File: src/design/mcp_pkg.sv
// Shared constants, request codes and the control word type for the multichannel PWM block.
package mcp_pkg;

  localparam int unsigned CHANNELS = 8;
  localparam int unsigned PERIOD   = 32;

  localparam int unsigned CH_W   = 3;
  localparam int unsigned WIDTH_W = 8;
  localparam int unsigned PINS_W = 8;
  localparam int unsigned PCNT_W = 6;

  localparam logic [PCNT_W-1:0]  PERIOD_RELOAD = PCNT_W'(PERIOD);
  localparam logic [WIDTH_W-1:0] WIDTH_RESET   = WIDTH_W'(PERIOD / 2);

  localparam logic REQ_TICK  = 1'b0;
  localparam logic REQ_WIDTH = 1'b1;

  // Control word broadcast from the top level to every channel cell.
  typedef struct packed {
    logic               tick;
    logic               period_start;
    logic               wr;
    logic [CH_W-1:0]    wr_ch;
    logic [WIDTH_W-1:0] wr_width;
  } mcp_ctrl_t;

endpackage

File: src/design/mcp_period.sv
// Shared period down-counter that flags the start of each PWM period.
module mcp_period (
  input  logic clk_i,
  input  logic rst_ni,
  input  logic tick_i,
  output logic period_start_o
);
  import mcp_pkg::*;

  logic [PCNT_W-1:0] count_q, count_d;

  // A tick at a count of one is the period start, and the count reloads instead of reaching zero.
  // A count of zero cannot arise from reset; it wraps to the top and keeps going.
  assign period_start_o = tick_i && (count_q == PCNT_W'(1));

  always_comb begin
    count_d = count_q;
    if (tick_i) begin
      if (period_start_o) begin
        count_d = PERIOD_RELOAD;
      end else begin
        count_d = count_q - PCNT_W'(1);
      end
    end
  end

  always_ff @(posedge clk_i or negedge rst_ni) begin
    if (!rst_ni) begin
      count_q <= PERIOD_RELOAD;
    end else begin
      count_q <= count_d;
    end
  end

  a_count_nonzero: assert property (@(posedge clk_i) disable iff (!rst_ni)
    count_q != '0)
    else $error("period counter reached zero");

endmodule

File: src/design/mcp_cell.sv
// One PWM channel cell: width register, pulse counter and pin level, chained into the pin word.
module mcp_cell (
  input  logic                      clk_i,
  input  logic                      rst_ni,
  input  logic [mcp_pkg::CH_W-1:0]  cell_idx_i,
  input  mcp_pkg::mcp_ctrl_t        ctrl_i,
  input  logic [mcp_pkg::PINS_W-1:0] pins_i,
  output logic [mcp_pkg::PINS_W-1:0] pins_o
);
  import mcp_pkg::*;

  logic [WIDTH_W-1:0] width_q, width_d;
  logic [WIDTH_W-1:0] pulse_q, pulse_d;
  logic               level_q, level_d;

  always_comb begin
    width_d = width_q;
    pulse_d = pulse_q;
    level_d = level_q;
    if (ctrl_i.wr && (ctrl_i.wr_ch == cell_idx_i)) begin
      width_d = ctrl_i.wr_width;
    end
    if (ctrl_i.tick) begin
      if (ctrl_i.period_start) begin
        level_d = 1'b1;
        pulse_d = width_q;
      end else if (pulse_q != '0) begin
        pulse_d = pulse_q - WIDTH_W'(1);
        if (pulse_q == WIDTH_W'(1)) begin
          level_d = 1'b0;
        end
      end
    end
  end

  // The updated level joins the word handed on to the next cell.
  assign pins_o = pins_i | (PINS_W'(level_d) << cell_idx_i);

  always_ff @(posedge clk_i or negedge rst_ni) begin
    if (!rst_ni) begin
      width_q <= WIDTH_RESET;
      pulse_q <= '0;
      level_q <= 1'b0;
    end else begin
      width_q <= width_d;
      pulse_q <= pulse_d;
      level_q <= level_d;
    end
  end

  a_pulse_implies_high: assert property (@(posedge clk_i) disable iff (!rst_ni)
    (pulse_q != '0) |-> level_q)
    else $error("pulse counter running while pin is low");

endmodule

File: src/design/multichannel_counter_pwm_top.sv
// Top level of the multichannel PWM generator: period counter, cell chain and output stage.
//
//   Channel  Direction  Handshake                 Word
//   in       input      in_valid_i / in_stall_o   req_type_i, channel_i, width_i
//   out      output     out_valid_o / out_stall_i pins_o
//
// Every accepted word produces exactly one output word, the pin levels after
// that word has been applied; a width write returns the levels unchanged.
// The block takes one word per cycle while the skid register has room: the
// period counter and all channel cells update in the same cycle, and the
// output word is registered. A two-entry output stage (output register plus
// skid register) absorbs a stall, so the input side is stalled only once the
// skid register is full. Reset clears the pins and pulse counters, reloads
// the period counter and sets every width to half the period.
module multichannel_counter_pwm_top (
  input  logic                        clk_i,
  input  logic                        rst_ni,
  input  logic                        in_valid_i,
  output logic                        in_stall_o,
  input  logic                        req_type_i,
  input  logic [mcp_pkg::CH_W-1:0]    channel_i,
  input  logic [mcp_pkg::WIDTH_W-1:0] width_i,
  output logic                        out_valid_o,
  input  logic                        out_stall_i,
  output logic [mcp_pkg::PINS_W-1:0]  pins_o
);
  import mcp_pkg::*;

  logic               accept;
  logic               period_start;
  mcp_ctrl_t          ctrl;
  logic [PINS_W-1:0]  chain [CHANNELS+1];
  logic [PINS_W-1:0]  result;

  logic               out_valid_q, out_valid_d;
  logic [PINS_W-1:0]  out_pins_q, out_pins_d;
  logic               skid_valid_q, skid_valid_d;
  logic [PINS_W-1:0]  skid_pins_q, skid_pins_d;

  // A word is taken whenever the skid register has room.
  assign in_stall_o = skid_valid_q;
  assign accept     = in_valid_i && !skid_valid_q;

  mcp_period u_period (
    .clk_i         (clk_i),
    .rst_ni        (rst_ni),
    .tick_i        (ctrl.tick),
    .period_start_o(period_start)
  );

  // The control word goes to every cell alike; a write only reaches channels
  // that exist, so a write beyond the channel count is dropped.
  always_comb begin
    ctrl.tick         = accept && (req_type_i == REQ_TICK);
    ctrl.period_start = period_start;
    ctrl.wr           = accept && (req_type_i == REQ_WIDTH);
    ctrl.wr_ch        = channel_i;
    ctrl.wr_width     = width_i;
  end

  // Each cell ORs its own pin into the word handed along the chain, so the
  // last cell delivers the complete pin word. Bits above the channel count
  // are never set.
  assign chain[0] = '0;

  for (genvar g = 0; g < CHANNELS; g++) begin : g_cell
    mcp_cell u_cell (
      .clk_i     (clk_i),
      .rst_ni    (rst_ni),
      .cell_idx_i(CH_W'(g)),
      .ctrl_i    (ctrl),
      .pins_i    (chain[g]),
      .pins_o    (chain[g+1])
    );
  end

  assign result = chain[CHANNELS];

  // Output stage. When the output register is free or being drained, it is
  // refilled from the skid register first and otherwise from the new word.
  // When it is held by a stall, a new word waits in the skid register.
  always_comb begin
    out_valid_d  = out_valid_q;
    out_pins_d   = out_pins_q;
    skid_valid_d = skid_valid_q;
    skid_pins_d  = skid_pins_q;
    if (!out_valid_q || !out_stall_i) begin
      if (skid_valid_q) begin
        out_valid_d  = 1'b1;
        out_pins_d   = skid_pins_q;
        skid_valid_d = 1'b0;
      end else begin
        out_valid_d = accept;
        out_pins_d  = result;
      end
    end else if (accept) begin
      skid_valid_d = 1'b1;
      skid_pins_d  = result;
    end
  end

  always_ff @(posedge clk_i or negedge rst_ni) begin
    if (!rst_ni) begin
      out_valid_q  <= 1'b0;
      skid_valid_q <= 1'b0;
    end else begin
      out_valid_q  <= out_valid_d;
      skid_valid_q <= skid_valid_d;
    end
  end

  always_ff @(posedge clk_i) begin
    out_pins_q  <= out_pins_d;
    skid_pins_q <= skid_pins_d;
  end

  assign out_valid_o = out_valid_q;
  assign pins_o      = out_pins_q;

  a_skid_behind_out: assert property (@(posedge clk_i) disable iff (!rst_ni)
    skid_valid_q |-> out_valid_q)
    else $error("skid register full while output register empty");

  a_word_reaches_out: assert property (@(posedge clk_i) disable iff (!rst_ni)
    (accept && (!out_valid_q || !out_stall_i)) |=> (out_valid_q && !skid_valid_q))
    else $error("accepted word did not reach the output register");

  a_tick_write_exclusive: assert property (@(posedge clk_i) disable iff (!rst_ni)
    !(ctrl.tick && ctrl.wr))
    else $error("tick and width write in the same cycle");

endmodule

File: config.mk
export PLATFORM = sky130hd
export DESIGN_NAME = multichannel_counter_pwm_top
export DESIGN_NICKNAME = d
export VERILOG_FILES = /design/src/design/mcp_pkg.sv /design/src/design/mcp_period.sv /design/src/design/mcp_cell.sv /design/src/design/multichannel_counter_pwm_top.sv
export SDC_FILE = /design/constraint.sdc
export NUM_CORES = 1
export LEC_CHECK = 0
export ABC_AREA = 1
export ABC_CLOCK_PERIOD_IN_PS = 3600
export BUFFER_PORTS_ARGS = -buffer_cell sky130_fd_sc_hd__clkbuf_2
export CAP_MARGIN = 15
export CORE_ASPECT_RATIO = 1.1
export CORE_UTILIZATION = 35
export DETAILED_ROUTE_END_ITERATION = 10
export MAX_ROUTING_LAYER = met4
export PLACE_DENSITY_LB_ADDON = 0.25
export SYNTH_ARGS = -nofsm -noshare
export SYNTH_HDL_FRONTEND = slang
export SYNTH_HIERARCHICAL = 1
export SYNTH_SLANG_ARGS = --single-unit
File: constraint.sdc
create_clock -name clk_i -period 3.6 [get_ports clk_i]
set_input_delay 0.72 -clock clk_i [delete_from_list [all_inputs] [get_ports clk_i]]
set_output_delay 0.72 -clock clk_i [all_outputs]
set_load 0.01 [all_outputs]
==> metrics.md, run 1 <==
| Metric | Value |
|---|---|
| Final Hold Vio Count | `0` |
| Core region area | `approximately 29000 um2` |
| Clock sinks | `160` |
| Total power | `7733 uW` |
| Dominant cells by area after synthesis | `dfrtp_1, nand2_1, inv_1, edfxtp_1, nand4_1` |
| Final-report setup violation count | `0` |
| Fraction of layout cells with a size suffix above 1 | `0.1572` |
| Vias in the first global route | `7901` |
| Layout Nets | `roughly 1600` |
| Most frequent cell after synthesis | `nand2_1` |
| DPL Wire Length | `15780 um` |
| Period utilization | `0.7680` |
| Number of distinct library cells after synthesis | `31` |
| Die area | `29810 um2` |
| Max cap viols | `0` |
| Ports | `26` |
| Mapped Area | `10190 um2` |
| Critical path class | `reg -> reg` |
| Pins Over Slew Limit | `0` |
| CTS tree | `yes` |
| Multi-input gate area | `about 5400 um2` |
| CTS Root Cell | `clkbuf_16` |
| Register area share after synthesis | `0.4018` |
| Synth Area per Inst | `7.589 um2` |
| TritonCTS buffer count | `17` |
| Fill cells | `2974` |
| Critical-path top delay cell | `dfrtp_1` |
| Overflow after GRT | `0` |
| Primary FF master, synth | `dfrtp_1` |
| Levels on crit path | `27` |
| Leak | `slightly above 0.006 uW` |
| Design area | `11780 um2` |
| Final ANT Viol Nets | `0` |
| PortBufs | `25` |
| Period minus WS final | `2.765 ns` |
| Top post-synthesis cells by count | `nand2_1, inv_1, dfrtp_1` |
| Cells after Synth | `about 1300` |
| DRT Pass-1 Iters | `5` |
| Area delta synth->final | `15.59%` |
| Crit path largest cell delay | `~0.55 ns` |
| Bufs and invs on worst path | `9` |
| Number of flops mapped to enable cells by yosys | `16` |
| Post-cts resize count | `0` |
| HP Class | `in -> async` |
| P per Cell Area | `656.4 nW/um2` |
| DR vias | `8211` |
| Required time of the worst setup path | `3.79 ns` |
| Syn. warnings | `6` |
| Standard-cell row count | `65` |
| Total GRT Usage | `0.1671` |
| Clk buf depth | `2` |
| Drc violations | `0` |
| Register clock-pin slew on the reported worst setup and hold paths | `0.07 ns` |
| Actual slew at the worst max-slew pin | `0.6306 ns` |
| Most frequent CP cell | `nand2_1` |
| Area leader, netlist | `dfrtp_1` |
| Skew final | `between 0.01 and 0.015 ns` |
| Setup TNS | `0 ns` |
| Delay-heaviest family, CP | `simple AND/OR/NAND/NOR gates` |
| Ys async rst share | `0.9000` |
| Top cell type's share of synthesized area | `0.3315` |
| Max Freq | `0.3617 GHz` |
| H-tree depth | `4` |
| Sequential cell area | `4095 um2` |
| Worst r2r src | `in_stall_o` |
| Status | `complete, no violations` |
| Setup crit end kind | `flip-flop` |
| Reg2reg setup slack | `0.84 ns` |
| Register bit count reported by yosys | `between 150 and 200` |
| Chip width | `164.7 um` |
| Crit-path max FO | `17` |
| Diodes inserted | `0` |
| Die Ht | `181.0 um` |
| Hold buffers post-CTS | `0` |
| Starting DRT DRC Count | `between 400 and 500` |
| Rel. slew slack | `0.5791` |
| Total wire length | `between 20000 and 25000 um` |
| Arrival time at the worst endpoint | `2.95 ns` |
| VDD IR max | `0.3403 mV` |
| Largest net degree at the start of global routing | `64` |
| Global-route wire length before repair | `approximately 38000 um` |
| RSZ-0062 raised after global routing | `no` |
| CP Launch Type | `flip-flop` |
| Initial core utilization | `0.3560` |
| FF-to-FF path depth | `27` |
| Vias per cell | `roughly 4.3` |
| Dpl cell area | `roughly 11000 um2` |
| Initial antenna violation count | `0` |
| GPL Wtd Cong | `0.8433` |
| Worst skew pair latency | `around 0.44 ns` |
| Setup bufs post-CTS | `0` |
| DR WL/cell | `11.79 um` |
| Crit Reg-Reg Endpoint | `pins_o[0]` |
==> routing by layer <==
layer  global-route usage  up-vias  wire length [um]
met5                    -        -                 0
met4              0.04440        0               231
met3              0.02525       18               532
met2               0.2820       81             10910
met1               0.2060     3701             10670
li1                     -     4411                 -
==> power breakdown <==
group	total [uW]	internal [uW]	switching [uW]
clock	1870	1050	825
combinational	2940	1080	1860
sequential	2920	2500	419
total	7730	4630	3110
==> how the worst max path moves through the flow <==
stage / from / to / slack, ns
2_1_floorplan: in_valid_i / pins_o[0] / 0.36
3_3_place_gp: in_valid_i / pins_o[0] / 0.66
3_5_place_dp: in_valid_i / pins_o[0] / 0.65
4_1_cts: in_stall_o / pins_o[0] / 0.78
5_1_grt: in_stall_o / pins_o[0] / 0.48
6_report: in_stall_o / pins_o[0] / 0.84
==> layout by cell type, fill, tap and decap left out, types with 17 or more instances in the layout <==
| cell | synthesis | routed |
|---|---|---|
| clkbuf_2 | 0 | 24 |
| nand2_2 | 32 | 32 |
| nand4_1 | 71 | 71 |
| ha_1 | 26 | 26 |
| a21oi_2 | 38 | 38 |
| nor2_1 | 118 | 118 |
| inv_2 | 17 | 18 |
| conb_1 | 2 | 152 |
| o21ai_2 | 50 | 50 |
| nand2_1 | 342 | 342 |
| nand3_1 | 49 | 49 |
| inv_1 | 239 | 238 |
| dfrtp_1 | 135 | 135 |
| xnor2_1 | 25 | 25 |
| o21ai_0 | 73 | 73 |
| clkbuf_16 | 0 | 17 |
==> final cells by class <==
type | count | area share
Clock buffer | 18 | 0.03643
Clock inverter | 14 | 0.01476
Inverter | 257 | 0.08252
Multi-Input combinational cell | 1047 | 0.4625
Sequential cell | 160 | 0.3476
Tap cell | 368 | 0.03908
Timing Repair Buffer | 31 | 0.01710
==> logic make-up (layout without fill, tap and decap cells) <==
kind of cell,after synthesis,count (layout),share of synthesized area
other,2,152,0.0007368
adder cells (fa/ha/maj),26,26,0.03192
XOR/XNOR,41,41,0.03523
buffers and inverters,286,320,0.1188
AO/OA/AOI/OAI,186,186,0.1257
flip-flops,160,160,0.4018
AND/OR/NAND/NOR,642,642,0.2858
==> flip-flops by register name (all words and copies together) (netlist names) <==
name / flops
g_cell.u_cell/pulse_q: 64
g_cell.u_cell/width_q: 64
g_cell.u_cell/level_q: 8
pins_o: 8
skid_pins_q: 8
u_period/count_q: 6
in_stall_o: 1
out_valid_o: 1
==> through the flow <==
step                      std cells    util  hold WS, ns  setup WS, ns
after global placement         1863  0.3905       0.4645        0.6626
after detailed placement       1863  0.3905       0.4694        0.6524
after global routing           1895  0.4115       0.3311        0.4766
final                          1895  0.4115       0.2767        0.8350
after CTS                      1895  0.4115       0.2993        0.7801
after floorplan                1493       -       0.4244        0.3642
(Power assumes the default switching activity.)
==> run 2, diff against run 1 <==
--- a/config.mk
+++ b/config.mk
@@ -6,7 +6,7 @@
 export NUM_CORES = 1
 export LEC_CHECK = 0
 export ABC_AREA = 1
-export ABC_CLOCK_PERIOD_IN_PS = 3600
+export ABC_CLOCK_PERIOD_IN_PS = 2600
 export BUFFER_PORTS_ARGS = -buffer_cell sky130_fd_sc_hd__clkbuf_2
 export CAP_MARGIN = 15
 export CORE_ASPECT_RATIO = 1.1
==> constraint.sdc (replaced) <==
create_clock -name clk_i -period 2.6 [get_ports clk_i]
set_input_delay 0.52 -clock clk_i [delete_from_list [all_inputs] [get_ports clk_i]]
set_output_delay 0.52 -clock clk_i [all_outputs]
set_load 0.01 [all_outputs]
==> run 2 against run 1 <==
Compared with the run above:
- wire length up 3.2%
- global-route usage increased by 0.51 points
- cell area grew 2.3%
- sequential share of layout area is 0.78 points lower
- via count grew 2.6%
- clock power rose by 39%
- critical endpoint is now pins_o[3]
- highest routed layer unchanged
- non-clock buffer count is 30 higher
==> metrics.md, run 2 (synthesized netlist as in run 1, its figures left out) <==
| Metric | Value |
|---|---|
| Status | `complete, no violations` |
| Die Ht | `~180 um` |
| Initial antenna violation count | `0` |
| CTS tree | `yes` |
| Diodes inserted | `0` |
| Chip width | `164.7 um` |
| Vias per cell | `approximately 4.4` |
| Clock sinks | `160` |
| Worst hold slack | `a little under 0.05 ns` |
| Total wire length | `~23000 um` |
| Reg2reg setup slack | `between 0.3 and 0.4 ns` |
| Pins Over Slew Limit | `0` |
| Post-Place Setup Slack | `-0.008390 ns` |
| Ports | `26` |
| Commonest cells after routing, fill and taps aside | `nand2_1, inv_1, conb_1` |
| DPL Wire Length | `16840 um` |
| Critical path class | `reg -> reg` |
| Commonest non-fill, non-tap cell in the layout | `nand2_1` |
| Total GRT Usage | `0.1721` |
| Final-report setup violation count | `0` |
| DR WL/cell | `~12 um` |
| Setup ws final | `~0.33 ns` |
| Fraction of layout cells with a size suffix above 1 | `0.1779` |
| HP Class | `in -> async` |
| Final ANT Viol Nets | `0` |
| Global-route wire length before repair | `39750 um` |
| Overflow after GRT | `0` |
| Rel. slew slack | `0.6190` |
| CP Launch Type | `flip-flop` |
| P per Cell Area | `903.9 nW/um2` |
| Worst r2r src | `in_stall_o` |
| DRT Pass-1 Iters | `5` |
| Clk buf depth | `2` |
| Die area | `29810 um2` |
| Initial core utilization | `0.3560` |
| H-tree depth | `4` |
| Max Freq | `0.4396 GHz` |
| Skew final | `roughly 0.015 ns` |
| Starting DRT DRC Count | `488` |
| Standard-cell row count | `65` |
| Setup crit end kind | `flip-flop` |
| VDD IR max | `0.4380 mV` |
| Fill cells | `2947` |
| Period minus WS final | `2.275 ns` |
| PortBufs | `25` |
| Worst skew pair latency | `0.43 ns` |
| Leak | `0.006398 uW` |
| RSZ-0062 raised after global routing | `no` |
| FF-to-FF path depth | `22` |
| Core region area | `28630 um2` |
| CTS Root Cell | `clkbuf_16` |
| DR vias | `roughly 8400` |
| Period utilization | `0.8750` |
| Final Hold Vio Count | `0` |
| GPL Wtd Cong | `roughly 0.84` |
| Layout Nets | `1586` |
| Largest regs | `g_cell.u_cell/pulse_q: 64 flops, g_cell.u_cell/width_q: 64 flops` |
| Vias in the first global route | `8276` |
| Crit Reg-Reg Endpoint | `pins_o[3]` |
| Register clock-pin slew on the reported worst setup and hold paths | `0.07 ns` |
| Largest net degree at the start of global routing | `51` |
| Area delta synth->final | `18.29%` |
| Drc violations | `0` |
| Actual slew at the worst max-slew pin | `around 0.57 ns` |
| TritonCTS buffer count | `17` |
| Crit-path max FO | `15` |
| Required time of the worst setup path | `~2.9 ns` |
| Arrival time at the worst endpoint | `about 2.6 ns` |
| Max cap viols | `0` |
run 2: cell count changes in the layout (fill, tap and decap cells not counted), sizes merged:
cell and delta:
buf +30, clkinv +1, clkinvlp -2, inv +1
run 2: metal layers:
metal | GRT usage | wire length [um]
met1 | 0.2066 | 10530
met2 | 0.2948 | 11640
met3 | 0.02456 | 434
met4 | 0.05321 | 453
met5 | - | 0
run 2: worst max-delay path by stage:
stage / startpoint / slack [ns] / cells after the start / to
4_1_cts: in_stall_o / 0.11 / 21 / pins_o[3]
3_5_place_dp: in_valid_i / -0.008 / 21 / pins_o[3]
6_report: in_stall_o / 0.33 / 22 / pins_o[3]
5_1_grt: g_cell[0].u_cell/pulse_q[0] / 0.007 / 26 / pins_o[0]
2_1_floorplan: in_stall_o / -0.1 / 26 / pins_o[1]
3_3_place_gp: in_valid_i / 0.03 / 21 / pins_o[3]
run 2: layout make-up:
| cell class | instances | area, um2 | area share |
|---|---|---|---|
| Timing Repair Buffer | 61 | 439.2 | 0.03643 |
| Tap cell | 368 | 460.4 | 0.03819 |
| Clock buffer | 18 | 439.2 | 0.03643 |
| Inverter | 257 | 974.7 | 0.08084 |
| Multi-Input combinational cell | 1047 | 5477 | 0.4542 |
| Clock inverter | 14 | 170.2 | 0.01411 |
| Sequential cell | 160 | 4096 | 0.3398 |
run 2: per-stage QoR:
| stage | util | instances | TNS, ns | power (uW) | instance area (um2) |
|---|---|---|---|---|---|
| 3_3_place_gp | 0.3983 | 1889 | 0 | 8226 | 11400 |
| 2_1_floorplan | - | 1493 | -0.3229 | 7288 | 10800 |
| 6_report | 0.4212 | 1925 | 0 | 10900 | 12060 |
| 5_1_grt | 0.4212 | 1925 | 0 | 11880 | 12060 |
| 3_5_place_dp | 0.3983 | 1889 | -0.008390 | 8315 | 11400 |
| 4_1_cts | 0.4195 | 1921 | 0 | 10990 | 12010 |
run 2: power by group:
group	internal, uW	switching [uW]	total, uW
registers	3460	584	4050
logic	1580	2670	4250
clock network	1480	1120	2600
total	6520	4380	10900
run 2: critical path: stages (launching register included):
cell and delay (ns):
dfrtp_2 0.44, inv_8 0.07, nand2_4 0.05, nor2_4 0.10, buf_12 0.14, nand2_1 0.05, nand3b_4 0.19, inv_4 0.13
buf_4 0.22, nand2_1 0.08, nand2_2 0.07, nand4_1 0.07, nand2_1 0.07, inv_1 0.03, nand2_1 0.05, inv_1 0.04
nand2_1 0.05, inv_1 0.03, nand2_1 0.05, inv_1 0.04, nand2_1 0.07, nand2_1 0.05, nand2_1 0.05
run 2: what timing repair did:
action                                  CTS  global route
hold buffers                              0             0
gates resized for setup                   0             4
endpoints found under the setup margin    0            13
endpoints found under the hold margin     0             0
buffers inserted                          0             4
